### src/ledsd_pkg.sv
// ----------------------------------------------------------------------------
// ledsd_pkg
// Shared types and constants of the addressable LED strip driver.
// ----------------------------------------------------------------------------
package ledsd_pkg;

  // Store geometry.
  localparam int MAX_LEDS      = 64;
  localparam int LED_AW        = $clog2(MAX_LEDS);
  localparam int LED_CW        = LED_AW + 1;
  localparam int PIX_W         = 24;
  localparam int BITS_PER_LED  = 24;
  localparam int BIT_W         = 5;

  // Field widths.
  localparam int ACT_W         = 2;
  localparam int IDX_W         = 6;
  localparam int COLOR_W       = 8;
  localparam int LEDCNT_W      = 7;
  localparam int LATCH_W       = 12;
  localparam int CELLCLK_W     = 16;
  localparam int CFG_IDX_W     = 2;
  localparam int CFG_DATA_W    = 16;
  localparam int IN_DATA_W     = 32;
  localparam int OUT_DATA_W    = 8;

  // Register reset values.
  localparam logic [LEDCNT_W-1:0]  LED_COUNT_RST    = LEDCNT_W'(0);
  localparam logic [LATCH_W-1:0]   LATCH_LENGTH_RST = LATCH_W'(720);
  localparam logic [CELLCLK_W-1:0] CELL_CLOCKS_RST  = CELLCLK_W'(83);

  // Register indexes on the configuration port.
  typedef enum logic [CFG_IDX_W-1:0] {
    REG_LED_COUNT    = 2'd0,
    REG_LATCH_LENGTH = 2'd1,
    REG_CELL_CLOCKS  = 2'd2
  } reg_idx_t;

  // Request kinds.
  typedef enum logic [ACT_W-1:0] {
    ACT_TICK  = 2'd0,
    ACT_WRITE = 2'd1,
    ACT_CLEAR = 2'd2,
    ACT_SHOW  = 2'd3
  } action_t;

  // The three cells of one data bit.
  typedef enum logic [1:0] {
    SUB_HIGH = 2'd0,
    SUB_DATA = 2'd1,
    SUB_LOW  = 2'd2
  } sub_cell_t;

  // Controller to datapath.
  typedef struct packed {
    logic    accept;   // a request is taken this cycle
    action_t act;      // kind of the request
    logic    copy_rd;  // read one pixel word for the frame copy
  } ctrl_cmd_t;

  // Datapath to controller.
  typedef struct packed {
    logic copy_last;   // the copy read is at the last store entry
  } dp_status_t;

endpackage

### src/ledsd_ram.sv
// ----------------------------------------------------------------------------
// ledsd_ram
// Generic single-write, single-read RAM with a registered read port.
// ----------------------------------------------------------------------------
module ledsd_ram #(
  parameter int WIDTH = 24,
  parameter int DEPTH = 64
) (
  input  logic                     clk,
  input  logic                     we,
  input  logic [$clog2(DEPTH)-1:0] waddr,
  input  logic [WIDTH-1:0]         wdata,
  input  logic [$clog2(DEPTH)-1:0] raddr,
  output logic [WIDTH-1:0]         rdata
);

  logic [WIDTH-1:0] mem [DEPTH];

  always_ff @(posedge clk) begin
    if (we) begin
      mem[waddr] <= wdata;
    end
    rdata <= mem[raddr];
  end

endmodule

### src/ledsd_ctrl.sv
// ----------------------------------------------------------------------------
// ledsd_ctrl
// Request sequencer: stream handshakes and the frame-copy sweep.
// ----------------------------------------------------------------------------
module ledsd_ctrl (
  input  logic                   clk,
  input  logic                   rst,
  input  logic                   in_valid,
  output logic                   in_ready,
  input  logic [ledsd_pkg::ACT_W-1:0] in_action,
  output logic                   out_valid,
  input  logic                   out_ready,
  output ledsd_pkg::ctrl_cmd_t   cmd,
  input  ledsd_pkg::dp_status_t  status
);

  typedef enum logic [1:0] {
    ST_IDLE,
    ST_COPY,
    ST_FLUSH
  } state_t;

  state_t state;
  logic   accept;

  // A new request is taken only when idle and the result slot is free
  // or draining this cycle.
  assign in_ready = (state == ST_IDLE) && (!out_valid || out_ready);
  assign accept   = in_valid && in_ready;

  always_comb begin
    cmd.accept  = accept;
    cmd.act     = ledsd_pkg::action_t'(in_action);
    cmd.copy_rd = (state == ST_COPY);
  end

  always_ff @(posedge clk) begin
    if (rst) begin
      state     <= ST_IDLE;
      out_valid <= 1'b0;
    end else begin
      if (accept) begin
        out_valid <= 1'b1;
      end else if (out_ready) begin
        out_valid <= 1'b0;
      end

      unique case (state)
        ST_IDLE: begin
          if (accept && (cmd.act == ledsd_pkg::ACT_SHOW)) begin
            state <= ST_COPY;
          end
        end
        ST_COPY: begin
          if (status.copy_last) begin
            state <= ST_FLUSH;
          end
        end
        ST_FLUSH: begin
          state <= ST_IDLE;
        end
        default: begin
          state <= ST_IDLE;
        end
      endcase
    end
  end

endmodule

### src/ledsd_datapath.sv
// ----------------------------------------------------------------------------
// ledsd_datapath
// Pixel and frame stores, configuration registers and the cell serializer.
// ----------------------------------------------------------------------------
module ledsd_datapath (
  input  logic                                 clk,
  input  logic                                 rst,
  input  ledsd_pkg::ctrl_cmd_t                 cmd,
  output ledsd_pkg::dp_status_t                status,
  input  logic [ledsd_pkg::IDX_W-1:0]          led_index,
  input  logic [ledsd_pkg::COLOR_W-1:0]        red,
  input  logic [ledsd_pkg::COLOR_W-1:0]        green,
  input  logic [ledsd_pkg::COLOR_W-1:0]        blue,
  input  logic                                 cfg_write,
  input  logic [ledsd_pkg::CFG_IDX_W-1:0]      cfg_index,
  input  logic [ledsd_pkg::CFG_DATA_W-1:0]     cfg_data,
  output logic                                 res_pin,
  output logic                                 res_busy,
  output logic                                 res_done
);

  // Configuration registers.
  logic [ledsd_pkg::LEDCNT_W-1:0]  led_count;
  logic [ledsd_pkg::LATCH_W-1:0]   latch_length;
  logic [ledsd_pkg::CELLCLK_W-1:0] cell_clocks;

  // Pixel store bookkeeping; an entry that is not valid reads as zero.
  logic [ledsd_pkg::MAX_LEDS-1:0]  pix_valid;
  logic                            pix_we;
  logic [ledsd_pkg::PIX_W-1:0]     pix_wdata;
  logic [ledsd_pkg::PIX_W-1:0]     pix_rdata;

  // Copy sweep.
  logic [ledsd_pkg::LED_AW-1:0]    copy_cnt;
  logic                            copy_we;
  logic [ledsd_pkg::LED_AW-1:0]    copy_waddr;
  logic                            copy_vld;
  logic [ledsd_pkg::PIX_W-1:0]     frame_wdata;
  logic [ledsd_pkg::PIX_W-1:0]     frame_rdata;
  logic [ledsd_pkg::LED_AW-1:0]    frame_raddr;

  // Serializer state.
  logic [ledsd_pkg::LED_CW-1:0]    active_leds;
  logic [ledsd_pkg::LED_CW-1:0]    frame_leds, frame_leds_next;
  logic [ledsd_pkg::LATCH_W-1:0]   frame_latch, frame_latch_next;
  logic [ledsd_pkg::LED_CW-1:0]    led_num, led_num_next;
  logic [ledsd_pkg::BIT_W-1:0]     bit_num, bit_num_next;
  ledsd_pkg::sub_cell_t            sub_cell, sub_cell_next;
  logic [ledsd_pkg::LATCH_W-1:0]   latch_cnt, latch_cnt_next;
  logic                            in_latch, in_latch_next;
  logic [ledsd_pkg::CELLCLK_W-1:0] phase, phase_next;
  logic                            sending, sending_next;
  logic                            wire_level, wire_level_next;
  logic [ledsd_pkg::PIX_W-1:0]     shift_word, shift_word_next;
  logic                            done_now;

  logic [ledsd_pkg::CELLCLK_W-1:0] period;
  logic [ledsd_pkg::CELLCLK_W-1:0] phase_inc;
  logic                            cell_fire;
  logic [ledsd_pkg::LED_CW-1:0]    led_inc;
  logic                            last_cell;
  logic                            cell_level;

  assign active_leds = (led_count > ledsd_pkg::LEDCNT_W'(ledsd_pkg::MAX_LEDS))
                       ? ledsd_pkg::LED_CW'(ledsd_pkg::MAX_LEDS)
                       : ledsd_pkg::LED_CW'(led_count);

  assign pix_we    = cmd.accept && (cmd.act == ledsd_pkg::ACT_WRITE) &&
                     (ledsd_pkg::LED_CW'(led_index) < active_leds);
  assign pix_wdata = {green, red, blue};

  assign status.copy_last = (copy_cnt == ledsd_pkg::LED_AW'(ledsd_pkg::MAX_LEDS - 1));

  assign frame_wdata = copy_vld ? pix_rdata : '0;
  // Prefetch the word of the next LED so it is ready at the LED boundary.
  assign led_inc     = led_num + ledsd_pkg::LED_CW'(1);
  assign frame_raddr = led_inc[ledsd_pkg::LED_AW-1:0];

  ledsd_ram #(
    .WIDTH (ledsd_pkg::PIX_W),
    .DEPTH (ledsd_pkg::MAX_LEDS)
  ) u_pixel_ram (
    .clk   (clk),
    .we    (pix_we),
    .waddr (led_index[ledsd_pkg::LED_AW-1:0]),
    .wdata (pix_wdata),
    .raddr (copy_cnt),
    .rdata (pix_rdata)
  );

  ledsd_ram #(
    .WIDTH (ledsd_pkg::PIX_W),
    .DEPTH (ledsd_pkg::MAX_LEDS)
  ) u_frame_ram (
    .clk   (clk),
    .we    (copy_we),
    .waddr (copy_waddr),
    .wdata (frame_wdata),
    .raddr (frame_raddr),
    .rdata (frame_rdata)
  );

  assign period    = (cell_clocks == '0) ? ledsd_pkg::CELLCLK_W'(1) : cell_clocks;
  assign phase_inc = phase + ledsd_pkg::CELLCLK_W'(1);
  assign cell_fire = phase_inc >= period;

  always_comb begin
    if (in_latch) begin
      last_cell = ({1'b0, latch_cnt} + (ledsd_pkg::LATCH_W + 1)'(1)) ==
                  {1'b0, frame_latch};
    end else begin
      last_cell = (sub_cell == ledsd_pkg::SUB_LOW) &&
                  (bit_num == ledsd_pkg::BIT_W'(ledsd_pkg::BITS_PER_LED - 1)) &&
                  (led_inc == frame_leds) && (frame_latch == '0);
    end
  end

  always_comb begin
    case (sub_cell)
      ledsd_pkg::SUB_HIGH: cell_level = 1'b1;
      ledsd_pkg::SUB_DATA: cell_level = shift_word[ledsd_pkg::PIX_W-1];
      default:             cell_level = 1'b0;
    endcase
  end

  always_comb begin
    wire_level_next  = wire_level;
    sending_next     = sending;
    phase_next       = phase;
    sub_cell_next    = sub_cell;
    bit_num_next     = bit_num;
    led_num_next     = led_num;
    in_latch_next    = in_latch;
    latch_cnt_next   = latch_cnt;
    shift_word_next  = shift_word;
    frame_leds_next  = frame_leds;
    frame_latch_next = frame_latch;
    done_now         = 1'b0;

    // The first LED's word is caught as it is written into the frame store.
    if (copy_we && (copy_waddr == '0)) begin
      shift_word_next = frame_wdata;
    end

    if (cmd.accept) begin
      unique case (cmd.act)
        ledsd_pkg::ACT_TICK: begin
          if (sending) begin
            if (cell_fire) begin
              phase_next = '0;
              if (!in_latch) begin
                wire_level_next = cell_level;
                if (sub_cell == ledsd_pkg::SUB_LOW) begin
                  sub_cell_next   = ledsd_pkg::SUB_HIGH;
                  shift_word_next = {shift_word[ledsd_pkg::PIX_W-2:0], 1'b0};
                  if (bit_num == ledsd_pkg::BIT_W'(ledsd_pkg::BITS_PER_LED - 1)) begin
                    bit_num_next = '0;
                    led_num_next = led_inc;
                    if (led_inc == frame_leds) begin
                      in_latch_next = 1'b1;
                    end else begin
                      shift_word_next = frame_rdata;
                    end
                  end else begin
                    bit_num_next = bit_num + ledsd_pkg::BIT_W'(1);
                  end
                end else if (sub_cell == ledsd_pkg::SUB_HIGH) begin
                  sub_cell_next = ledsd_pkg::SUB_DATA;
                end else begin
                  sub_cell_next = ledsd_pkg::SUB_LOW;
                end
              end else begin
                latch_cnt_next = latch_cnt + ledsd_pkg::LATCH_W'(1);
              end
              if (last_cell) begin
                wire_level_next = 1'b0;
                sending_next    = 1'b0;
                done_now        = 1'b1;
              end
            end else begin
              phase_next = phase_inc;
            end
          end
        end
        ledsd_pkg::ACT_SHOW: begin
          frame_leds_next  = active_leds;
          frame_latch_next = latch_length;
          led_num_next     = '0;
          bit_num_next     = '0;
          sub_cell_next    = ledsd_pkg::SUB_HIGH;
          latch_cnt_next   = '0;
          in_latch_next    = (active_leds == '0);
          phase_next       = '0;
          wire_level_next  = 1'b0;
          sending_next     = (active_leds != '0) || (latch_length != '0);
        end
        default: begin
          // Pixel writes and clears touch only the pixel store.
        end
      endcase
    end
  end

  always_ff @(posedge clk) begin
    if (rst) begin
      led_count    <= ledsd_pkg::LED_COUNT_RST;
      latch_length <= ledsd_pkg::LATCH_LENGTH_RST;
      cell_clocks  <= ledsd_pkg::CELL_CLOCKS_RST;
      pix_valid    <= '0;
      copy_cnt     <= '0;
      copy_we      <= 1'b0;
      frame_leds   <= '0;
      frame_latch  <= '0;
      led_num      <= '0;
      bit_num      <= '0;
      sub_cell     <= ledsd_pkg::SUB_HIGH;
      latch_cnt    <= '0;
      in_latch     <= 1'b0;
      phase        <= '0;
      sending      <= 1'b0;
      wire_level   <= 1'b0;
    end else begin
      if (cfg_write) begin
        unique case (cfg_index)
          ledsd_pkg::REG_LED_COUNT:    led_count    <= cfg_data[ledsd_pkg::LEDCNT_W-1:0];
          ledsd_pkg::REG_LATCH_LENGTH: latch_length <= cfg_data[ledsd_pkg::LATCH_W-1:0];
          ledsd_pkg::REG_CELL_CLOCKS:  cell_clocks  <= cfg_data;
          default: begin
          end
        endcase
      end

      if (cmd.accept && (cmd.act == ledsd_pkg::ACT_CLEAR)) begin
        pix_valid <= '0;
      end else if (pix_we) begin
        pix_valid[led_index[ledsd_pkg::LED_AW-1:0]] <= 1'b1;
      end

      if (cmd.copy_rd) begin
        copy_cnt <= copy_cnt + ledsd_pkg::LED_AW'(1);
      end
      copy_we <= cmd.copy_rd;

      frame_leds  <= frame_leds_next;
      frame_latch <= frame_latch_next;
      led_num     <= led_num_next;
      bit_num     <= bit_num_next;
      sub_cell    <= sub_cell_next;
      latch_cnt   <= latch_cnt_next;
      in_latch    <= in_latch_next;
      phase       <= phase_next;
      sending     <= sending_next;
      wire_level  <= wire_level_next;
    end
  end

  // Payload registers.
  always_ff @(posedge clk) begin
    copy_waddr <= copy_cnt;
    copy_vld   <= pix_valid[copy_cnt];
    shift_word <= shift_word_next;
    if (cmd.accept) begin
      res_pin  <= wire_level_next;
      res_busy <= sending_next;
      res_done <= done_now;
    end
  end

endmodule

### src/addressable_led_strip_driver.sv
// ----------------------------------------------------------------------------
// addressable_led_strip_driver
// Single-wire driver for a chain of addressable RGB LEDs.
// ----------------------------------------------------------------------------
// Requests arrive on the slave stream with their kind in s_axis_tuser: a
// clock tick, a pixel write, a store clear or a frame show. Every request
// returns exactly one result on the master stream carrying the data wire
// level, the busy flag and, in tlast, the pulse that marks the tick on
// which the last cell of a frame was applied. Ticks, pixel writes and
// clears leave the sequencer idle, so a steady stream of ticks is taken at
// one per clock as long as results are drained. A show moves the sequencer
// through a copy sweep that reads every store entry and then a write-back
// step, during which no request is taken: the pixel store is copied word
// by word through the single read port of its RAM into the frame store.
// The show result is delivered right away. Each data bit is
// sent as three cells (high, data, low), green, red, blue, MSB first,
// followed by latch_length low cells, one cell every cell_clocks ticks.
// Configuration registers are written through the cfg port, which is
// always ready; they should be changed only while no request is in flight.
// ----------------------------------------------------------------------------
module addressable_led_strip_driver (
  input  logic                                 clk,
  input  logic                                 rst,
  // Request stream.
  input  logic                                 s_axis_tvalid,
  output logic                                 s_axis_tready,
  // tdata: led_index[5:0], red[13:6], green[21:14], blue[29:22], zero[31:30]
  input  logic [ledsd_pkg::IN_DATA_W-1:0]      s_axis_tdata,
  // tuser: action[1:0]
  input  logic [ledsd_pkg::ACT_W-1:0]          s_axis_tuser,
  // Result stream.
  output logic                                 m_axis_tvalid,
  input  logic                                 m_axis_tready,
  // tdata: pin_level[0], busy_res[1], zero[7:2]
  output logic [ledsd_pkg::OUT_DATA_W-1:0]     m_axis_tdata,
  // tlast: frame_done
  output logic                                 m_axis_tlast,
  // Configuration write channel.
  input  logic                                 cfg_valid,
  output logic                                 cfg_ready,
  input  logic [ledsd_pkg::CFG_IDX_W-1:0]      cfg_index,
  input  logic [ledsd_pkg::CFG_DATA_W-1:0]     cfg_data
);

  ledsd_pkg::ctrl_cmd_t  cmd;
  ledsd_pkg::dp_status_t status;
  logic                  res_pin;
  logic                  res_busy;
  logic                  res_done;

  // Configuration registers have no side effects that could collide with
  // traffic, so every write is taken at once.
  assign cfg_ready = 1'b1;

  ledsd_ctrl u_ctrl (
    .clk       (clk),
    .rst       (rst),
    .in_valid  (s_axis_tvalid),
    .in_ready  (s_axis_tready),
    .in_action (s_axis_tuser),
    .out_valid (m_axis_tvalid),
    .out_ready (m_axis_tready),
    .cmd       (cmd),
    .status    (status)
  );

  ledsd_datapath u_datapath (
    .clk       (clk),
    .rst       (rst),
    .cmd       (cmd),
    .status    (status),
    .led_index (s_axis_tdata[5:0]),
    .red       (s_axis_tdata[13:6]),
    .green     (s_axis_tdata[21:14]),
    .blue      (s_axis_tdata[29:22]),
    .cfg_write (cfg_valid && cfg_ready),
    .cfg_index (cfg_index),
    .cfg_data  (cfg_data),
    .res_pin   (res_pin),
    .res_busy  (res_busy),
    .res_done  (res_done)
  );

  assign m_axis_tdata = {{(ledsd_pkg::OUT_DATA_W - 2){1'b0}}, res_busy, res_pin};
  assign m_axis_tlast = res_done;

  // The completing tick leaves the frame finished, with the line idle low.
  assert property (@(posedge clk) disable iff (rst)
    (m_axis_tvalid && m_axis_tlast) |-> (!m_axis_tdata[1] && !m_axis_tdata[0]))
    else $error("frame_done reported while the frame is still active");

  // With no frame in progress the line is always low.
  assert property (@(posedge clk) disable iff (rst)
    (m_axis_tvalid && !m_axis_tdata[1]) |-> !m_axis_tdata[0])
    else $error("data line high while idle");

  // A show request starts the copy sweep, which holds off further requests.
  assert property (@(posedge clk) disable iff (rst)
    (s_axis_tvalid && s_axis_tready &&
     (s_axis_tuser == ledsd_pkg::ACT_SHOW)) |=> !s_axis_tready)
    else $error("request taken during the frame copy");

endmodule

### config.mk
export PLATFORM = sky130hd
export DESIGN_NAME = addressable_led_strip_driver
export DESIGN_NICKNAME = d
export VERILOG_FILES = /design/src/ledsd_pkg.sv /design/src/ledsd_ram.sv /design/src/ledsd_ctrl.sv /design/src/ledsd_datapath.sv /design/src/addressable_led_strip_driver.sv
export SDC_FILE = /design/constraint.sdc
export NUM_CORES = 2
export LEC_CHECK = 0
export BUFFER_PORTS_ARGS = -buffer_cell sky130_fd_sc_hd__buf_2
export CORE_MARGIN = 8
export CORE_UTILIZATION = 65
export DETAILED_ROUTE_END_ITERATION = 8
export PLACE_DENSITY = 0.85
export SLEW_MARGIN = 5
export SYNTH_ARGS = -nofsm -noshare
export SYNTH_HDL_FRONTEND = slang
export SYNTH_SLANG_ARGS = --single-unit
### constraint.sdc
create_clock -name clk -period 13.56 [get_ports clk]
set_input_delay 2.034 -clock clk [delete_from_list [all_inputs] [get_ports clk]]
set_output_delay 2.034 -clock clk [all_outputs]
set_load 0.005 [all_outputs]
After elaboration in Yosys (flattened, before gate mapping)
Memories as Yosys holds them, arrays and structs flattened. A register that Yosys moved wholly into a read port is not among the register bits. Index checks and enable logic that the tools add are counted.

Register bits after elaboration: 207. RAM bits: 3072. Output and inout port bits: 12. Logic and storage cells: 169. Memories: 2.

Memories: u_datapath.u_frame_ram.mem (words 64, width 24, rd ports 1, clocked after Yosys merged registers in 1, write ports 1, line ledsd_ram.sv:17) `logic [WIDTH-1:0] mem [DEPTH];`; u_datapath.u_pixel_ram.mem (words 64, width 24, rd ports 1, clocked after Yosys merged registers in 1, write ports 1, line ledsd_ram.sv:17).

Add/sub/neg operators: 6. $lt $le $gt $ge: 6. Eq/ne operators: 20. Muxes and demuxes: 71. Bitwise operators: 1. Reduce and logical (&&, ||, !) cells: 39.

Operator list (number): 24-bit 2-to-1 mux (10); 64-bit bitwise OR (1); 16-bit 2-to-1 mux (3); 7-bit 2-to-1 mux (6); 12-bit 2-to-1 mux (3); 16-bit case mux with 2 select lines (1); 1-bit 2-to-1 mux (25); 5-bit 2-to-1 mux (5); 12-bit case mux with 2 select lines (1); 16-bit by 1-bit adder with 16-bit output (second input constant) (1); 16-bit greater-or-equal comparator (1); 16-bit zero test (1); 6-bit by 7-bit < comparator with 1-bit output (second input constant) (2); 2-bit 2-to-1 mux (7); 7-bit case mux with 2 select lines (1); 12-bit by 1-bit adder with 13-bit output (second input constant) (1); 13-bit by 12-bit == test with 1-bit output (1); 12-bit by 1-bit adder with 12-bit output (second input constant) (1); 12-bit zero test (1); 12-bit nonzero test (1); 1-bit logical AND (11); 2-bit by 1-bit inequality test with 1-bit output (second input constant) (5); 5-bit case mux with 2 select lines (1); 2-bit AND reduction (5); 29 further kinds (48).

Depth between registers and ports, before layout
Depth in word-level cells: 10. Gate-level depth with buffers: 19.

By module
From an unflattened synthesis, not the netlist that was laid out.

Cell total of the unflattened synthesis: 6445. Area, all modules: 129208.9 µm².

By module, submodules not included: ledsd_ram (u_datapath.u_frame_ram) (instances 1, cells each 2611, area each 59330.7 µm², seq. area each 46604.7 µm²); ledsd_ram (u_datapath.u_pixel_ram) (instances 1, cells each 2610, area each 59295.6 µm², seq. area each 46604.7 µm²); ledsd_datapath (instances 1, cells each 1196, area each 10336.2 µm², seq. area each 4113.9 µm²); ledsd_ctrl (instances 1, cells each 17, area each 171.4 µm², seq. area each 60.1 µm²); addressable_led_strip_driver (instances 1, cells each 11, area each 75.1 µm², seq. area each 0.0 µm²).

Worst setup path after synthesis
Ideal clock, no wire load.

Kind: input port to flip-flop. Start: in s_axis_tdata[1] in the netlist's numbering. End: mem u_datapath.u_pixel_ram.mem[12][0] (enable). Setup time: 0.469 ns. Arrival time: 5.726 ns. Data required time: 13.091 ns. Path slack: 7.365 ns. Cell stages on the path: 8. Path buffers: 2. Path through: ha_1 > a21o_1 > a21o_1 > a21oi_1 > nor3_1 > clkbuf_1 > buf_1 > nor4_1.

Word-level cells in the longest chain between the ends: 4.

Ends and longest elaborated chain: from (decl) (line addressable_led_strip_driver.sv:28) `input logic [ledsd_pkg::IN_DATA_W-1:0] s_axis_tdata,`; 6-bit by 7-bit < comparator with 1-bit output (line ledsd_datapath.sv:69) `(ledsd_pkg::LED_CW'(led_index) < active_leds);`; 1-bit logical AND (line ledsd_datapath.sv:68) `assign pix_we = cmd.accept && (cmd.act == ledsd_pkg::ACT_WRITE) &&`; 1-bit 2-to-1 mux (line ledsd_ram.sv:20) `if (we) begin`; 1-bit 2-to-1 mux (not written as such) (line ledsd_ram.sv:21) `mem[waddr] <= wdata;`; to (decl) (line ledsd_ram.sv:17).

Parallel ways exist; a longest one is shown, timed or not.

Final worst setup path
Start: reg u_datapath.led_num[0] in the netlist's numbering. End: reg u_datapath.u_frame_ram.rdata[20] (read register of u_datapath.u_frame_ram.mem).

Word-level cells in the longest chain between the ends: 1.

Ends and longest elaborated chain: from (decl) (line ledsd_datapath.sv:46) `logic [ledsd_pkg::LED_CW-1:0] led_num, led_num_next;`; from (signal assigned) (line ledsd_datapath.sv:246) `led_num <= led_num_next;`; 7-bit by 1-bit adder with 7-bit output (line ledsd_datapath.sv:76) `assign led_inc = led_num + ledsd_pkg::LED_CW'(1);`; to (decl) (line ledsd_ram.sv:14) `output logic [WIDTH-1:0] rdata`.

No other way between the ends. A chain may end at the register's enable or synchronous reset.

==> metrics.txt <==
status finished, violations left; failing checks DRC, capacitance limit, slew limit; CTS tree built; RSZ-0062 raised after global routing false; synth unique cells 65; hold_ws about 0.47 ns; Worst Path Arrival about 6.6 ns; ys async rst share 0%; mux contribution to synthesized area 18.4%; VDD IR-drop max between 150 and 200 uV; nets 5,972; Setup crit start kind flip-flop; Critical R2R Launch u_datapath.led_num[0]$_SDFFE_PP0P_; Max FO, Critical Path 73; xor-xnor portion of the synthesized cell area less than 1%; WL/cell between 40 and 50 microns; Area Growth Syn to Fin 11.5%; Skew-Pair Late Insertion Delay 1.00 ns; initial antenna violation count between 50 and 60; hold crit path type reg2reg; Routed Antenna Nets 0; drt pass-1 iters 9; Initial Util roughly two thirds; GR Overflow Total 0; Reg2Reg Setup Slack roughly 8 ns; post-layout util 73.0%; Core ar. around 200,000 sq um; Reg2Reg Depth 6; largest net degree at the start of global routing 142; I/O Buffers 59; DIE AREA between 200,000 and 250,000 sq um; register bit total from synthesis 3,327; Worst Hold Path EP u_datapath.pix_valid[58]$_SDFFE_PP0P_; syn_area_per_cell between 20 and 25 sq um; clock buffer count from CTS around 320; static leakage between 40 and 50 nW; Hold Vio Cnt, Final 0; Area contributors post-synth edfxtp_1, mux4_2, dfxtp_1; CTS root buf clkbuf_16; CTS H-Tree Depth 5; final cycle utilization of the critical path 42.0%; cell taking the most area after synthesis edfxtp_1; synth warn 0; first-pass GRT wire length ~550 mm; chip height around 460 microns; Crit Path Class reg2reg; Reg clk slew, reported paths 0.07 ns; DR vias/cell between 8 and 9; DRT iter0 DRCs 13.9k; setup ws final 7.87 ns; WL final ~400 mm; worst endpoint required time approximately 14 ns; Final Slew Violations 25; Post-CTS Hold Buffers 0; cts repair resizes 0; pwr/cell area ~150 nW/um^2; Boundary Pins between 60 and 70; # rows 162; Synth top area share 72.3%; min cycle time layout about 5.7 ns; Hold Path Depth 1; Setup Skew 0.0625 ns; cell area after layout between 100,000 and 150,000 sq um; sequential area share after synthesis between 70% and 80%; pre-CTS setup slack roughly 7.7 ns; most frequent cells in the layout edfxtp_1, mux4_2, clkbuf_16; post-synthesis compound-gate area fraction under 10%; R2R Path End u_datapath.u_frame_ram.rdata[20]$_DFF_P_; post-CTS setup buffers 0; Synth Area in Simple Gates 2.14%; setup TNS 0 ns; RD Place Congestion 0.836; number of global-route vias before repair about 69k; final setup vio count 0; Fmax about 0.18 GHz; Mapped Area approximately 130,000 sq um; largest family of logic cells by synthesized area multiplexers; placed inst area roughly 130,000 sq um; Die X approximately 460 microns; share of layout cells above drive strength 1 between 30% and 40%; max capacitance violation total 1; Total GRT Usage 37.9%; Final HPWL DP 178 mm; detailed-route via count 70.3k; Slew @ Worst Pin about 1.5 ns; drc violations 37; Synth Area in Adders 0.294%; Slew headroom -0.184%; ys flop type edfxtp_1; commonest non-fill, non-tap cell in the layout edfxtp_1; CTS sink count around 3.3k; worst hold start u_datapath.pix_valid[58]$_SDFFE_PP0P_; Post-Synthesis Cells 5,631; Worst setup EP type flip-flop; Clock Tree Buf Depth 4; number of flops mapped to enable cells by yosys 3,075
==> final cells by class <==
type                            instances  area [sq um]
Sequential cell                      3327         97400
Fill cell                            9258         52800
Multi-Input combinational cell       1957         29600
Clock buffer                          409          8810
Tap cell                             2624          3280
Timing Repair Buffer                  249          1830
Clock inverter                        155          1320
Inverter                               28           105
Antenna cell                           36          90.1
==> flip-flops by register name (all words and copies together), names as in the netlist, 7 cells and up <==
| signal | count |
|---|---|
| u_datapath.u_pixel_ram.mem | 1536 |
| u_datapath.frame_latch | 12 |
| u_datapath.frame_leds | 7 |
| u_datapath.cell_clocks | 16 |
| u_datapath.shift_word | 24 |
| u_datapath.led_count | 7 |
| u_datapath.latch_length | 12 |
| u_datapath.led_num | 7 |
| u_datapath.u_pixel_ram.rdata | 24 |
| u_datapath.pix_valid | 64 |
| u_datapath.phase | 16 |
| u_datapath.u_frame_ram.mem | 1536 |
| u_datapath.latch_cnt | 12 |
| u_datapath.u_frame_ram.rdata | 24 |
==> stage by stage <==
| step | total power, mW | cells |
|---|---|---|
| after floorplan | 11.8 | 5636 |
| after global placement | 12.0 | 8184 |
| after detailed placement | 12.1 | 8184 |
| after CTS | 20.9 | 8748 |
| after global routing | 21.3 | 8757 |
| final | 21.0 | 8785 |
==> worst max-delay path by stage <==
stage | from | end | cells past startpoint
floorplan | s_axis_tdata[1] | u_datapath.u_pixel_ram.mem[12][0]$_DFFE_PP_ | 8
global placement | s_axis_tdata[1] | u_datapath.u_pixel_ram.mem[31][6]$_DFFE_PP_ | 9
detailed placement | s_axis_tdata[1] | u_datapath.u_pixel_ram.mem[31][6]$_DFFE_PP_ | 9
CTS | u_datapath.led_num[0]$_SDFFE_PP0P_ | u_datapath.u_frame_ram.rdata[6]$_DFF_P_ | 6
global route | u_datapath.led_num[0]$_SDFFE_PP0P_ | u_datapath.u_frame_ram.rdata[6]$_DFF_P_ | 6
finish | u_datapath.led_num[0]$_SDFFE_PP0P_ | u_datapath.u_frame_ram.rdata[20]$_DFF_P_ | 6
==> synth_stat cells (15+ instances only) <==
master	count
nor4_1	66
xnor2_1	25
mux2i_1	36
xor2_1	22
buf_1	30
nor2b_1	29
a211oi_1	27
buf_2	93
inv_1	28
nand2b_1	15
nor2_1	134
and2_1	34
ha_1	30
a21oi_1	107
a31oi_1	17
mux4_2	1029
o21ai_0	16
o21a_1	66
nand2_1	123
dfxtp_1	252
nand3_1	35
clkbuf_1	189
edfxtp_1	3075
==> metal layers <==
metal / track usage [%] / up-vias / share of wire [%]
met2: 61.8 / 8039 / 49
li1: - / 24400 / -
met5: 0.204 / - / 0.069
met3: 10.3 / 2334 / 13
met4: 27.2 / 26 / 10
met1: 43.8 / 35500 / 28
==> power by group <==
| group | total, mW | internal [mW] | switching (mW) | leakage, nW |
|---|---|---|---|---|
| combinational | 0.751 | 0.301 | 0.450 | 8.70 |
| sequential | 11.1 | 11.1 | 0.0237 | 30.9 |
| clock | 9.09 | 5.02 | 4.07 | 4.99 |
==> critical path, stage by stage, from the launching register on <==
cell,delay [ns]
dfxtp_4,0.75
ha_4,1.12
buf_4,0.95
buf_4,0.94
mux4_2,0.50
mux4_2,0.57
mux4_2,0.51
==> cells by family after synthesis <==
kind of cell             after synthesis
XOR/XNOR                              48
AO/OA/AOI/OAI                        280
flip-flops                          3327
multiplexers                        1065
adder cells (fa/ha/maj)               30
buffers and inverters                352
other                                  2
AND/OR/NAND/NOR                      527
Note: power is estimated with default switching activity, not from simulation.
